`config.mk`:
```
export PLATFORM = sky130hd
export DESIGN_NAME = round_robin_quantum_scheduler
export DESIGN_NICKNAME = d
export VERILOG_FILES = /design/src/rtl/rrqs_pkg.sv /design/src/rtl/rrqs_dp.sv /design/src/rtl/rrqs_ctrl.sv /design/src/rtl/round_robin_quantum_scheduler.sv
export SDC_FILE = /design/constraint.sdc
export NUM_CORES = 2
export LEC_CHECK = 0
export BUFFER_PORTS_ARGS = -buffer_cell sky130_fd_sc_hd__buf_4
export CORE_MARGIN = 2
export CORE_UTILIZATION = 45
export CTS_CLUSTER_SIZE = 20
export DETAILED_ROUTE_END_ITERATION = 10
export GPL_TIMING_DRIVEN = 0
export PLACE_DENSITY_LB_ADDON = 0.1
export SLEW_MARGIN = 5
export SYNTH_ARGS = -nofsm -noshare
export SYNTH_HDL_FRONTEND = slang
export SYNTH_SLANG_ARGS = --single-unit
export TNS_END_PERCENT = 30
```
`constraint.sdc`:
```
create_clock -name clk -period 10.9 [get_ports clk]
set_input_delay 1.635 -clock clk [delete_from_list [all_inputs] [get_ports clk]]
set_output_delay 1.635 -clock clk [all_outputs]
set_load 0.02 [all_outputs]
```
`src/rtl/rrqs_pkg.sv`:
```
// Shared types and constants of the time-slice job scheduler.
// Used by rrqs_ctrl, rrqs_dp and round_robin_quantum_scheduler; depends on nothing.
`default_nettype none
package rrqs_pkg;

	localparam int MAX_ENTRIES = 16;
	localparam int JOB_UNITS   = 3;
	localparam int IDX_W       = $clog2(MAX_ENTRIES);
	localparam int CNT_W       = $clog2(MAX_ENTRIES + 1);
	localparam int REM_W       = 2;
	localparam int CMP_W       = 5;

	localparam int IN_DATA_W   = 24;
	localparam int OUT_DATA_W  = 120;

	// Request codes carried on the input tuser.
	localparam logic [1:0] REQ_ADD    = 2'd0;
	localparam logic [1:0] REQ_REMOVE = 2'd1;
	localparam logic [1:0] REQ_RUN    = 2'd2;
	localparam logic [1:0] REQ_READ   = 2'd3;

	// Result kinds carried on the output tuser.
	localparam logic [2:0] KIND_SLICE = 3'd0;
	localparam logic [2:0] KIND_ENTRY = 3'd1;
	localparam logic [2:0] KIND_ADD   = 3'd2;
	localparam logic [2:0] KIND_REM   = 3'd3;
	localparam logic [2:0] KIND_NONE  = 3'd4;

	localparam logic [1:0] STAT_OK    = 2'd0;
	localparam logic [1:0] STAT_FULL  = 2'd1;
	localparam logic [1:0] STAT_EMPTY = 2'd2;

	// Configuration register indexes.
	localparam logic CFG_QUANTUM  = 1'b0;
	localparam logic CFG_OVERHEAD = 1'b1;

	typedef struct packed {
		logic [2:0]  kind;
		logic [3:0]  slot;
		logic [15:0] job_owner;
		logic [31:0] time_value;
		logic [31:0] first_start;
		logic        started;
		logic [31:0] finish_time;
		logic        finished;
		logic [1:0]  status;
		logic        last;
	} res_t;

	// Commands from the controller to the datapath.
	typedef struct packed {
		logic load_req;
		logic add_exec;
		logic read_exec;
		logic rem_step;
		logic rem_finish;
		logic slice_exec;
		logic adv_run;
		logic none_emit;
	} cmd_t;

	// Status from the datapath to the controller.
	typedef struct packed {
		logic out_free;
		logic any_pend;
		logic cur_pend;
		logic last_slice;
		logic rem_done;
	} stat_t;

endpackage
`default_nettype wire

```
`src/rtl/rrqs_dp.sv`:
```
// Datapath of the scheduler: job table, clock, scan counters, config and result register.
// Depends on rrqs_pkg; driven by commands from rrqs_ctrl.
`default_nettype none
module rrqs_dp
	import rrqs_pkg::*;
(
	input  wire logic                 clk,
	input  wire logic                 arst_n,
	input  wire logic                 cfg_we,
	input  wire logic                 cfg_addr,
	input  wire logic [7:0]           cfg_wdata,
	input  wire logic [1:0]           in_req,
	input  wire logic [15:0]          in_owner,
	input  wire logic [3:0]           in_index,
	input  wire cmd_t                 cmd,
	output stat_t                     stat,
	input  wire logic                 out_ready,
	output logic                      out_valid,
	output res_t                      out_res
);

	// Job table: one write address per cycle; the pending flags read the remaining count of every entry.
	logic [15:0]      owner_q [MAX_ENTRIES];
	logic [REM_W-1:0] rem_q   [MAX_ENTRIES];
	logic [31:0]      arr_q   [MAX_ENTRIES];
	logic [31:0]      start_q [MAX_ENTRIES];
	logic             sv_q    [MAX_ENTRIES];
	logic [31:0]      fin_q   [MAX_ENTRIES];
	logic             fv_q    [MAX_ENTRIES];

	logic [CNT_W-1:0] count_q;
	logic [31:0]      clock_q;
	logic [7:0]       quantum_q;
	logic [7:0]       overhead_q;
	logic [CNT_W-1:0] ptr_q;
	logic [CNT_W-1:0] keep_q;
	logic [1:0]       req_q;
	logic [15:0]      owner_req_q;
	logic [3:0]       index_req_q;
	logic             out_valid_q;
	res_t             res_q;

	logic [IDX_W-1:0]      rd_idx;
	logic [IDX_W-1:0]      ptr_idx;
	logic [IDX_W-1:0]      keep_idx;
	logic [IDX_W-1:0]      cnt_idx;
	logic [MAX_ENTRIES-1:0] pend;
	logic [MAX_ENTRIES-1:0] pend_after;
	logic [7:0]            q_eff;
	logic [REM_W-1:0]      play;
	logic [REM_W-1:0]      rem_next;
	logic [9:0]            step_units;
	logic [32:0]           clock_sum;
	logic [31:0]           clock_next;
	logic [CNT_W-1:0]      ptr_inc;
	logic [CNT_W-1:0]      ptr_wrap;
	logic                  full;
	logic                  read_ok;
	logic                  emit;
	logic                  out_free;
	res_t                  res_d;

	assign ptr_idx  = ptr_q[IDX_W-1:0];
	assign keep_idx = keep_q[IDX_W-1:0];
	assign cnt_idx  = count_q[IDX_W-1:0];
	assign rd_idx   = (req_q == REQ_READ) ? index_req_q[IDX_W-1:0] : ptr_idx;
	assign full     = (count_q == CNT_W'(MAX_ENTRIES));
	assign read_ok  = ({1'b0, index_req_q} < CMP_W'(count_q));

	always_comb begin
		for (int i = 0; i < MAX_ENTRIES; i++) begin
			pend[i] = (CNT_W'(i) < count_q) && (rem_q[i] != '0);
		end
	end

	// One slice: min(remaining, quantum), then the overhead, saturating.
	assign q_eff      = (quantum_q == 8'd0) ? 8'd1 : quantum_q;
	assign play       = ({6'd0, rem_q[ptr_idx]} < q_eff) ? rem_q[ptr_idx] : q_eff[REM_W-1:0];
	assign rem_next   = rem_q[ptr_idx] - play;
	assign step_units = 10'(play) + 10'(overhead_q);
	assign clock_sum  = {1'b0, clock_q} + 33'(step_units);
	assign clock_next = clock_sum[32] ? 32'hFFFF_FFFF : clock_sum[31:0];

	always_comb begin
		pend_after          = pend;
		pend_after[ptr_idx] = (rem_next != '0);
	end

	assign ptr_inc  = CNT_W'(ptr_q + 1'b1);
	assign ptr_wrap = (ptr_inc == count_q) ? '0 : ptr_inc;

	assign out_free = !out_valid_q || out_ready;
	assign emit     = cmd.add_exec || cmd.read_exec || cmd.rem_finish || cmd.slice_exec ||
		cmd.none_emit;

	assign stat.out_free   = out_free;
	assign stat.any_pend   = (pend != '0);
	assign stat.cur_pend   = pend[ptr_idx];
	assign stat.last_slice = (pend_after == '0);
	assign stat.rem_done   = (ptr_q == count_q);

	always_comb begin
		res_d = '0;
		if (cmd.add_exec) begin
			res_d.kind      = KIND_ADD;
			res_d.job_owner = owner_req_q;
			res_d.last      = 1'b1;
			if (full) begin
				res_d.status = STAT_FULL;
			end else begin
				res_d.slot       = 4'(cnt_idx);
				res_d.time_value = clock_q;
			end
		end else if (cmd.read_exec) begin
			res_d.kind = KIND_ENTRY;
			res_d.last = 1'b1;
			if (read_ok) begin
				res_d.slot        = index_req_q;
				res_d.job_owner   = owner_q[rd_idx];
				res_d.time_value  = arr_q[rd_idx];
				res_d.started     = sv_q[rd_idx];
				res_d.first_start = sv_q[rd_idx] ? start_q[rd_idx] : 32'd0;
				res_d.finished    = fv_q[rd_idx];
				res_d.finish_time = fv_q[rd_idx] ? fin_q[rd_idx] : 32'd0;
			end else begin
				res_d.slot   = index_req_q;
				res_d.status = STAT_EMPTY;
			end
		end else if (cmd.slice_exec) begin
			res_d.kind        = KIND_SLICE;
			res_d.slot        = 4'(ptr_idx);
			res_d.job_owner   = owner_q[rd_idx];
			res_d.time_value  = clock_q;
			res_d.started     = 1'b1;
			res_d.first_start = sv_q[rd_idx] ? start_q[rd_idx] : clock_q;
			res_d.finished    = (rem_next == '0);
			res_d.finish_time = (rem_next == '0) ? clock_next : 32'd0;
			res_d.last        = (pend_after == '0);
		end else if (cmd.rem_finish) begin
			res_d.kind = KIND_REM;
			res_d.last = 1'b1;
		end else if (cmd.none_emit) begin
			res_d.kind = KIND_NONE;
			res_d.last = 1'b1;
		end
	end

	// Table writes; the table has no reset.
	always_ff @(posedge clk) begin
		if (cmd.add_exec && !full) begin
			owner_q[cnt_idx] <= owner_req_q;
			rem_q[cnt_idx]   <= REM_W'(JOB_UNITS);
			arr_q[cnt_idx]   <= clock_q;
			sv_q[cnt_idx]    <= 1'b0;
			fv_q[cnt_idx]    <= 1'b0;
		end else if (cmd.rem_step && (owner_q[rd_idx] != owner_req_q)) begin
			// Kept jobs move down in order and start over from arrival zero.
			owner_q[keep_idx] <= owner_q[rd_idx];
			rem_q[keep_idx]   <= REM_W'(JOB_UNITS);
			arr_q[keep_idx]   <= 32'd0;
			sv_q[keep_idx]    <= 1'b0;
			fv_q[keep_idx]    <= 1'b0;
		end else if (cmd.slice_exec) begin
			rem_q[ptr_idx] <= rem_next;
			if (!sv_q[ptr_idx]) begin
				start_q[ptr_idx] <= clock_q;
				sv_q[ptr_idx]    <= 1'b1;
			end
			if (rem_next == '0) begin
				fin_q[ptr_idx] <= clock_next;
				fv_q[ptr_idx]  <= 1'b1;
			end
		end
	end

	always_ff @(posedge clk) begin
		if (cmd.load_req) begin
			req_q       <= in_req;
			owner_req_q <= in_owner;
			index_req_q <= in_index;
		end
		if (emit && out_free) begin
			res_q <= res_d;
		end
	end

	always_ff @(posedge clk or negedge arst_n) begin
		if (!arst_n) begin
			count_q     <= '0;
			clock_q     <= '0;
			quantum_q   <= 8'd1;
			overhead_q  <= 8'd0;
			ptr_q       <= '0;
			keep_q      <= '0;
			out_valid_q <= 1'b0;
		end else begin
			if (cfg_we) begin
				unique case (cfg_addr)
					CFG_QUANTUM:  quantum_q  <= cfg_wdata;
					CFG_OVERHEAD: overhead_q <= cfg_wdata;
					default:      ;
				endcase
			end
			if (cmd.load_req) begin
				ptr_q  <= '0;
				keep_q <= '0;
			end
			if (cmd.add_exec && !full) begin
				count_q <= CNT_W'(count_q + 1'b1);
			end
			if (cmd.rem_step) begin
				ptr_q <= ptr_inc;
				if (owner_q[rd_idx] != owner_req_q) begin
					keep_q <= CNT_W'(keep_q + 1'b1);
				end
			end
			if (cmd.rem_finish) begin
				count_q <= keep_q;
				clock_q <= '0;
			end
			if (cmd.slice_exec) begin
				clock_q <= clock_next;
				ptr_q   <= ptr_wrap;
			end
			if (cmd.adv_run) begin
				ptr_q <= ptr_wrap;
			end
			if (emit && out_free) begin
				out_valid_q <= 1'b1;
			end else if (out_ready) begin
				out_valid_q <= 1'b0;
			end
		end
	end

	assign out_valid = out_valid_q;
	assign out_res   = res_q;

endmodule
`default_nettype wire

```
`src/rtl/rrqs_ctrl.sv`:
```
// Controller state machine of the scheduler: sequences add, remove, run and read.
// Depends on rrqs_pkg; talks to rrqs_dp through cmd_t and stat_t.
`default_nettype none
module rrqs_ctrl
	import rrqs_pkg::*;
(
	input  wire logic       clk,
	input  wire logic       arst_n,
	input  wire logic       in_valid,
	input  wire logic [1:0] in_req,
	output logic            in_ready,
	input  wire stat_t      stat,
	output cmd_t            cmd
);

	localparam logic [2:0] ST_IDLE     = 3'd0;
	localparam logic [2:0] ST_ADD      = 3'd1;
	localparam logic [2:0] ST_READ     = 3'd2;
	localparam logic [2:0] ST_REM      = 3'd3;
	localparam logic [2:0] ST_REM_DONE = 3'd4;
	localparam logic [2:0] ST_RUN      = 3'd5;
	localparam logic [2:0] ST_NONE     = 3'd6;

	logic [2:0] state_q;
	logic [2:0] state_d;

	assign in_ready = (state_q == ST_IDLE);

	always_comb begin
		state_d = state_q;
		cmd     = '0;
		unique case (state_q)
			ST_IDLE: begin
				if (in_valid) begin
					cmd.load_req = 1'b1;
					unique case (in_req)
						REQ_ADD:    state_d = ST_ADD;
						REQ_REMOVE: state_d = ST_REM;
						REQ_RUN:    state_d = stat.any_pend ? ST_RUN : ST_NONE;
						REQ_READ:   state_d = ST_READ;
						default:    state_d = ST_IDLE;
					endcase
				end
			end
			ST_ADD: begin
				if (stat.out_free) begin
					cmd.add_exec = 1'b1;
					state_d      = ST_IDLE;
				end
			end
			ST_READ: begin
				if (stat.out_free) begin
					cmd.read_exec = 1'b1;
					state_d       = ST_IDLE;
				end
			end
			ST_REM: begin
				if (stat.rem_done) begin
					state_d = ST_REM_DONE;
				end else begin
					cmd.rem_step = 1'b1;
				end
			end
			ST_REM_DONE: begin
				if (stat.out_free) begin
					cmd.rem_finish = 1'b1;
					state_d        = ST_IDLE;
				end
			end
			ST_RUN: begin
				// Finished slots are stepped over one per cycle.
				if (!stat.cur_pend) begin
					cmd.adv_run = 1'b1;
				end else if (stat.out_free) begin
					cmd.slice_exec = 1'b1;
					if (stat.last_slice) begin
						state_d = ST_IDLE;
					end
				end
			end
			ST_NONE: begin
				if (stat.out_free) begin
					cmd.none_emit = 1'b1;
					state_d       = ST_IDLE;
				end
			end
			default: state_d = ST_IDLE;
		endcase
	end

	always_ff @(posedge clk or negedge arst_n) begin
		if (!arst_n) begin
			state_q <= ST_IDLE;
		end else begin
			state_q <= state_d;
		end
	end

endmodule
`default_nettype wire

```
`src/rtl/round_robin_quantum_scheduler.sv`:
```
// Top level of the time-slice job scheduler: controller plus datapath, stream ports.
// Depends on rrqs_pkg, rrqs_ctrl and rrqs_dp.
`default_nettype none
// The block keeps a table of up to 16 jobs and handles one request at a time; the input
// is ready only while no request is in progress. Add and read give their result once
// the output register is free; remove steps through every table entry, moving the kept
// jobs down, and then gives its result; run steps through the slots, giving a slice for
// each pending job on every pass and stepping over finished slots until none is pending,
// and a run with nothing pending gives a single none result. A result waits in the output
// register, and while one is held with m_tready low, a request that has a result to give
// stalls. Register writes are taken at any time.
module round_robin_quantum_scheduler
	import rrqs_pkg::*;
(
	input  wire logic                  clk,
	input  wire logic                  arst_n,
	input  wire logic                  cfg_we,
	input  wire logic                  cfg_addr,
	input  wire logic [7:0]            cfg_wdata,
	input  wire logic                  s_tvalid,
	output logic                       s_tready,
	// owner_id [15:0], entry_index [19:16], zero [23:20]
	input  wire logic [IN_DATA_W-1:0]  s_tdata,
	// req_type [1:0]
	input  wire logic [1:0]            s_tuser,
	output logic                       m_tvalid,
	input  wire logic                  m_tready,
	// slot [3:0], job_owner [19:4], time_value [51:20], first_start [83:52], started [84],
	// finish_time [116:85], finished [117], status [119:118]
	output logic [OUT_DATA_W-1:0]      m_tdata,
	// kind [2:0]
	output logic [2:0]                 m_tuser,
	output logic                       m_tlast
);

	cmd_t  cmd;
	stat_t stat;
	res_t  res;

	rrqs_ctrl u_ctrl (
		.clk      (clk),
		.arst_n   (arst_n),
		.in_valid (s_tvalid),
		.in_req   (s_tuser),
		.in_ready (s_tready),
		.stat     (stat),
		.cmd      (cmd)
	);

	rrqs_dp u_dp (
		.clk       (clk),
		.arst_n    (arst_n),
		.cfg_we    (cfg_we),
		.cfg_addr  (cfg_addr),
		.cfg_wdata (cfg_wdata),
		.in_req    (s_tuser),
		.in_owner  (s_tdata[15:0]),
		.in_index  (s_tdata[19:16]),
		.cmd       (cmd),
		.stat      (stat),
		.out_ready (m_tready),
		.out_valid (m_tvalid),
		.out_res   (res)
	);

	assign m_tdata = {res.status, res.finished, res.finish_time, res.started,
		res.first_start, res.time_value, res.job_owner, res.slot};
	assign m_tuser = res.kind;
	assign m_tlast = res.last;

endmodule
`default_nettype wire

```
Yosys cells after proc, flatten, opt, wreduce, memory -nomap -nowiden. Memory sizes are Yosys's and may differ from the RTL's. Cells that the tools add are included.

Bits in registers: 213. Memories: 7. Logic and storage cells: 252. Memory bits (writable): 1856. Output and inout bits: 126.

Equality and inequality tests: 20. Bitwise operators: 1. Mux-type cells: 108. Add/subtract/negate cells: 6. Reductions and logical operators: 68. Order comparisons: 20.

Memories: u_dp.arr_q (depth 16, width 32, read ports 1, clocked after Yosys merged registers in 0, wr ports 1, line rrqs_dp.sv:25) `logic [31:0] arr_q [MAX_ENTRIES];`; u_dp.fin_q (depth 16, width 32, read ports 1, clocked after Yosys merged registers in 0, wr ports 1, line rrqs_dp.sv:28) `logic [31:0] fin_q [MAX_ENTRIES];`; u_dp.start_q (depth 16, width 32, read ports 1, clocked after Yosys merged registers in 0, wr ports 1, line rrqs_dp.sv:26) `logic [31:0] start_q [MAX_ENTRIES];`; u_dp.owner_q (depth 16, width 16, read ports 1, clocked after Yosys merged registers in 0, wr ports 1, line rrqs_dp.sv:23) `logic [15:0] owner_q [MAX_ENTRIES];`; u_dp.rem_q (depth 16, width 2, read ports 17, clocked after Yosys merged registers in 0, wr ports 1, line rrqs_dp.sv:24) `logic [REM_W-1:0] rem_q [MAX_ENTRIES];`; u_dp.fv_q (depth 16, width 1, read ports 1, clocked after Yosys merged registers in 0, wr ports 1, line rrqs_dp.sv:29) `logic fv_q [MAX_ENTRIES];`; +1 memories.

Operator list (number): $mux 32 (9); $mux 120 (1); $mux 118 (1); $mux 114 (1); $mux 52 (1); $mux 1 (51); $mux 5 (10); $lt 4x5->1 const A (8); $mux 4 (10); $reduce_bool 2->1 (20); $add 32x10->33 (1); $reduce_or 32->1 (1); $mux 3 (8); $pmux 3 s4 (2); $logic_and 1x1->1 (20); $lt 3x5->1 const A (4); $mux 2 (9); $bwmux 16 (1); $logic_not 16->1 (1); $mux 16 (1); $ne 16x16->1 (1); $reduce_bool 16->1 (1); $reduce_or 16->1 (1); $add 5x1->5 const B (3); other kinds (32) (57).

Logic depth before layout (Yosys ltp).
Depth in word-level cells: 13. Depth in mapped cells: 28. Depth with buffers taken out: 26.

Hierarchy. A second synthesis with hierarchy kept.

Cells, all modules: 5825. Area, all modules: 84023.1 um2.

By module, submodules not included: rrqs_dp (area an instance 83719.0 um2, cells each 5781, instances 1); rrqs_ctrl (area an instance 304.0 um2, cells each 44, instances 1).

Worst setup path after synthesis. OpenSTA, ideal clock, no wires.

Path type: reg-to-reg. Start point: reg u_dp.req_q[0]. End point: mem u_dp.arr_q[8][0] (enable). Arrival time: 5.756 ns. Stages on the path, launching flop included: 16. Period minus slack after synthesis: 6.225 ns. Path buffers: 4. Slack: 4.675 ns. Data required time: 10.431 ns. Cells stage by stage: edfxtp_1 nand2_2 mux2i_1 buf_2 buf_2 mux2i_1 o22ai_1 or4_1 xnor2_1 nand3_1 or4_4 o21ai_4 buf_6 buf_4 a31oi_1 a21oi_1.

Word-level cells in the longest chain between the ends: 10.

RTL lines: from (decl) (line rrqs_dp.sv:37) `logic [1:0] req_q;`; from (signal assigned) (line rrqs_dp.sv:178) `req_q <= in_req;`; $eq 2x2->1 (*) (line rrqs_dp.sv:66) `assign rd_idx = (req_q == REQ_READ) ? index_req_q[IDX_W-1:0] : ptr_idx;`; $mux 4 (*) (line rrqs_dp.sv:66); $mem_v2 16x16 (*); $ne 16x16->1 (*) (line rrqs_dp.sv:156) `end else if (cmd.rem_step && (owner_q[rd_idx] != owner_req_q)) begin`; $logic_and 1x1->1 (*) (line rrqs_dp.sv:156); $mux 1 (*) (line rrqs_dp.sv:156); $mux 1 (*) (line rrqs_dp.sv:150) `if (cmd.add_exec && !full) begin`; $mux 1 (not written as such) (*) (line rrqs_dp.sv:160) `arr_q[keep_idx] <= 32'd0;`; $reduce_or 32->1 (no line); $mux 4 (no line) / $mux 1 (equally long branches); to (decl) (line rrqs_dp.sv:25).

Mark *: on every way between the ends. The rest lies on a longest branch, timed or not.

Worst setup path after layout.
Start point: reg u_dp.ptr_q[2]. End point: reg u_dp.res_q (netlist bit u_dp.out_res[23]), data pin.

Word-level cells in the longest chain between the ends: 9.

RTL lines: from (decl) (line rrqs_dp.sv:35) `logic [CNT_W-1:0] ptr_q;`; from (signal assigned) (line rrqs_dp.sv:212) `ptr_q <= ptr_inc;`; from (signal assigned) (line rrqs_dp.sv:223) `ptr_q <= ptr_wrap;`; from (signal assigned) (line rrqs_dp.sv:226) `ptr_q <= ptr_wrap;`; $mem_v2 16x2 (*); $lt 2x8->1 (line rrqs_dp.sv:78) `assign play = ({6'd0, rem_q[ptr_idx]} < q_eff) ? rem_q[ptr_idx] : q_eff[REM_W-1:0];`; $mux 2 (*) (line rrqs_dp.sv:78); $add 2x8->9 (*) (line rrqs_dp.sv:80) `assign step_units = 10'(play) + 10'(overhead_q);`; $add 32x10->33 (*) (line rrqs_dp.sv:81) `assign clock_sum = {1'b0, clock_q} + 33'(step_units);`; $mux 32 (*) (line rrqs_dp.sv:82) `assign clock_next = clock_sum[32] ? 32'hFFFF_FFFF : clock_sum[31:0];`; via u_dp.clock_next[19] (line rrqs_dp.sv:54) `logic [31:0] clock_next;`; $mux 32 (*) (line rrqs_dp.sv:137) `res_d.finish_time = (rem_next == '0) ? clock_next : 32'd0;`; $mux 118 (*) (line rrqs_dp.sv:129) `end else if (cmd.slice_exec) begin`; $mux 120 (*) (line rrqs_dp.sv:114) `end else if (cmd.read_exec) begin`; to (signal assigned) (line rrqs_dp.sv:183) `res_q <= res_d;`; to (decl) (line rrqs_dp.sv:41) `res_t res_q;`.

The timed path passes the listed nets; every way through them passes the cells marked *. The select of a mux whose other input is x is not followed. A chain may end at the register's enable or synchronous reset.

==> metrics <==
Worst EP arrival=8.29 ns; Logic pwr share=0.007; relative slew slack=0.04886; Yosys cell types=90; commonest non-fill, non-tap cell in the layout=edfxtp_1; Post-CTS Setup Bufs=0; simple-gate portion of the synthesized area=0.03400; clk sinks=2069; Synth area leaders=edfxtp_1 (73%), mux4_2 (14%), dfrtp_1 (2.0%); CP Capture Type=flop; routed wire length=roughly 240 mm; First-pass DRT Iterations=5; first-pass GRT wire length=around 330 mm; P&R area growth vs syn=16.02%; #FFs+latches synth=approximately 2100; GP Congestion=between 0.9 and 1; die footprint=between 150000 and 200000 µm²; row cnt=about 160; fin crit share=0.7050; Die W=around 430 µm; antenna violations before repair=9; post-synthesis adder-cell area fraction=0.003964; Crit path largest cell delay=between 1 and 1.5 ns; Syn Area/Cell=just over 20 µm²; Ports=166; f_max=roughly 130 MHz; Reg clk slew, reported paths=around 0.060 ns; max cap viols=0; remaining global-route overflow=0; worst-skew pair later-pin latency=just under 0.9 ns; switching power=~3.2 mW; Post-synth EDFFs=between 2000 and 2500; CTS tree=built; Core Region=approximately 180000 µm²; vias=around 44000; Total GRT Usage=0.2565; Leakage Power=roughly 33 nW; Inst Count DP=6822; post-synthesis sequential area ratio=0.7473; vias in the first global route=roughly 43000; WS Path Type=flop to flop; maximum VDD drop=roughly 0.20 mV; Finished Core Util=0.5246; Compound-Gate Fraction of Synth Area=0.03701; Final Setup Violations=0; Synth Instances=4100; Crit path buffers/inverters=5; WP data required=~12 ns; Die Y=between 400 and 500 µm; Initial DRC Count=a little over 5000; post-route ant nets=0; RSZ-0062 raised after global routing=no; Initial Util=0.4522; internal power=approximately 13 mW; Worst-Margin Slew=1.427 ns; Synth async-reset ratio=0.03238; syn nets=~4200; share of post-route cells with drive strength above 1=0.2580; Clock Power Share=0.444; via/cell ratio=between 6 and 7; CTS H-tree lvls=4; CP max-delay cell=o31ai_1; Post-synth top flop=edfxtp_1; Critical Path Source Type=flop; Final min period=around 7.7 ns; worst hold path class=flop to flop; Synth warnings=0; CTS resizes=0; delay-heaviest family, CP=compound AO/OA/AOI/OAI gates; sequential power share=0.549; # hold bufs at CTS=0; Switching Share=0.2009; IO Port Bufs=about 160; CTS root buffer=clkbuf_16; Finished Layout Cells=7225; mapped cell area=roughly 83000 µm²; detailed-route DRC error count=0; status=complete, no violations; Power Density=164.2 nW/µm²; crit path max fanout=17; Worst Skew=approximately 0.028 ns; Synth top area share=0.7270; final net count=roughly 4600; post-synth top area cell=edfxtp_1; Final Hold Viols=0; Max Root-Sink Buffers=3; Setup TNS=0 ns; largest family of logic cells by synthesized area=multiplexers; DPL Wire Length=about 160 mm; largest net degree at the start of global routing=73; max-slew violations=0; multiplexer area fraction after synthesis=0.1583; WL per Instance=33.05 µm; most frequent cells in the layout=edfxtp_1 (2002), mux4_2 (504), clkbuf_16 (216), nand2_1 (198), clkbuf_1 (188); Synth Area in XOR/XNOR=0.004978; cts bufs inserted=approximately 210
-- kinds of logic after synthesis --
| family | count (synthesis) |
|---|---|
| simple gates | 577 |
| compound gates | 430 |
| flops | 2069 |
| mux | 674 |
| xor+xnor | 47 |
| buf+inv | 278 |
| fa+ha+maj | 25 |
-- cells in the mapped netlist (45+ instances only) --
master,count
nor2_1,130
o21ai_0,47
a22o_1,72
and2_1,45
mux2i_1,145
o22ai_1,99
buf_1,49
dfrtp_1,66
mux4_2,504
clkbuf_1,138
nand2_1,198
edfxtp_1,2002
a21oi_1,48
-- power groups by stage --
stage               Sequential (mW)  Combinational [mW]  Clock [mW]
global route                   8.64               0.114        7.42
floorplan                      8.81              0.0534           0
finish                         8.65               0.106        7.00
detailed placement             8.81               0.104           0
CTS                            8.64               0.104        7.11
global placement               8.81              0.0987           0
-- stage by stage --
step	hold WS, ns	power [mW]	cell area [µm²]	worst slack, ns
after global routing	0.5107	16.17	95930	2.837
after detailed placement	0.4723	8.917	89270	3.373
after global placement	0.4704	8.911	86990	-0.6208
final	0.4833	15.75	95940	3.215
after CTS	0.4817	15.86	95910	3.348
after floorplan	0.4448	8.863	82690	4.675
-- worst reg2reg max path: cells and delay by family (launching register included) --
kind                     cells  cell delay, ns
AO/OA/AOI/OAI               10            2.68
buffers and inverters        5            1.05
XOR/XNOR                     1            0.36
multiplexers                 3            0.76
flip-flops                   1            0.33
AND/OR/NAND/NOR              3            0.96
adder cells (fa/ha/maj)      4            1.27
-- per-layer routing --
metal	track usage	part of all wire
met1	0.3573	0.42
met2	0.4191	0.49
met3	0.03976	0.065
met4	0.07870	0.031
met5	0	0.00015
-- final cells by class --
class | count | area, µm²
fill | 14480 | 86940
timing repair buffer | 258 | 3090
antenna | 6 | 15.01
multi-input combinational | 1753 | 20100
clock inverter | 118 | 938.4
inverter | 42 | 165.2
tap | 2464 | 3083
buffer | 236 | 1055
clock buffer | 279 | 5702
sequential | 2069 | 61800
-- registers in the layout, summed over array words and instances (netlist names), 32 cells and up --
name and count:
u_dp.arr_q 512, u_dp.owner_q 256, u_dp.start_q 512, u_dp.rem_q 32
u_dp.out_res 124, u_dp.clock_q 32, u_dp.fin_q 512
-- worst paths after layout --
check	start	to	slack (ns)	cells after the start
worst max-delay path	u_dp.ptr_q[2]	u_dp.out_res[23]	3.22	26
min in group asynchronous	arst_n	u_dp.out_valid	0.99	1
worst min register to register	u_dp.keep_q[4]	u_dp.keep_q[4]	0.48	1
worst max register to register	u_dp.ptr_q[2]	u_dp.out_res[23]	3.22	26
max in group asynchronous	arst_n	u_dp.clock_q[22]	9.19	1
worst min-delay path	u_dp.keep_q[4]	u_dp.keep_q[4]	0.48	1
No activity file was read; power rests on OpenSTA's default activity.
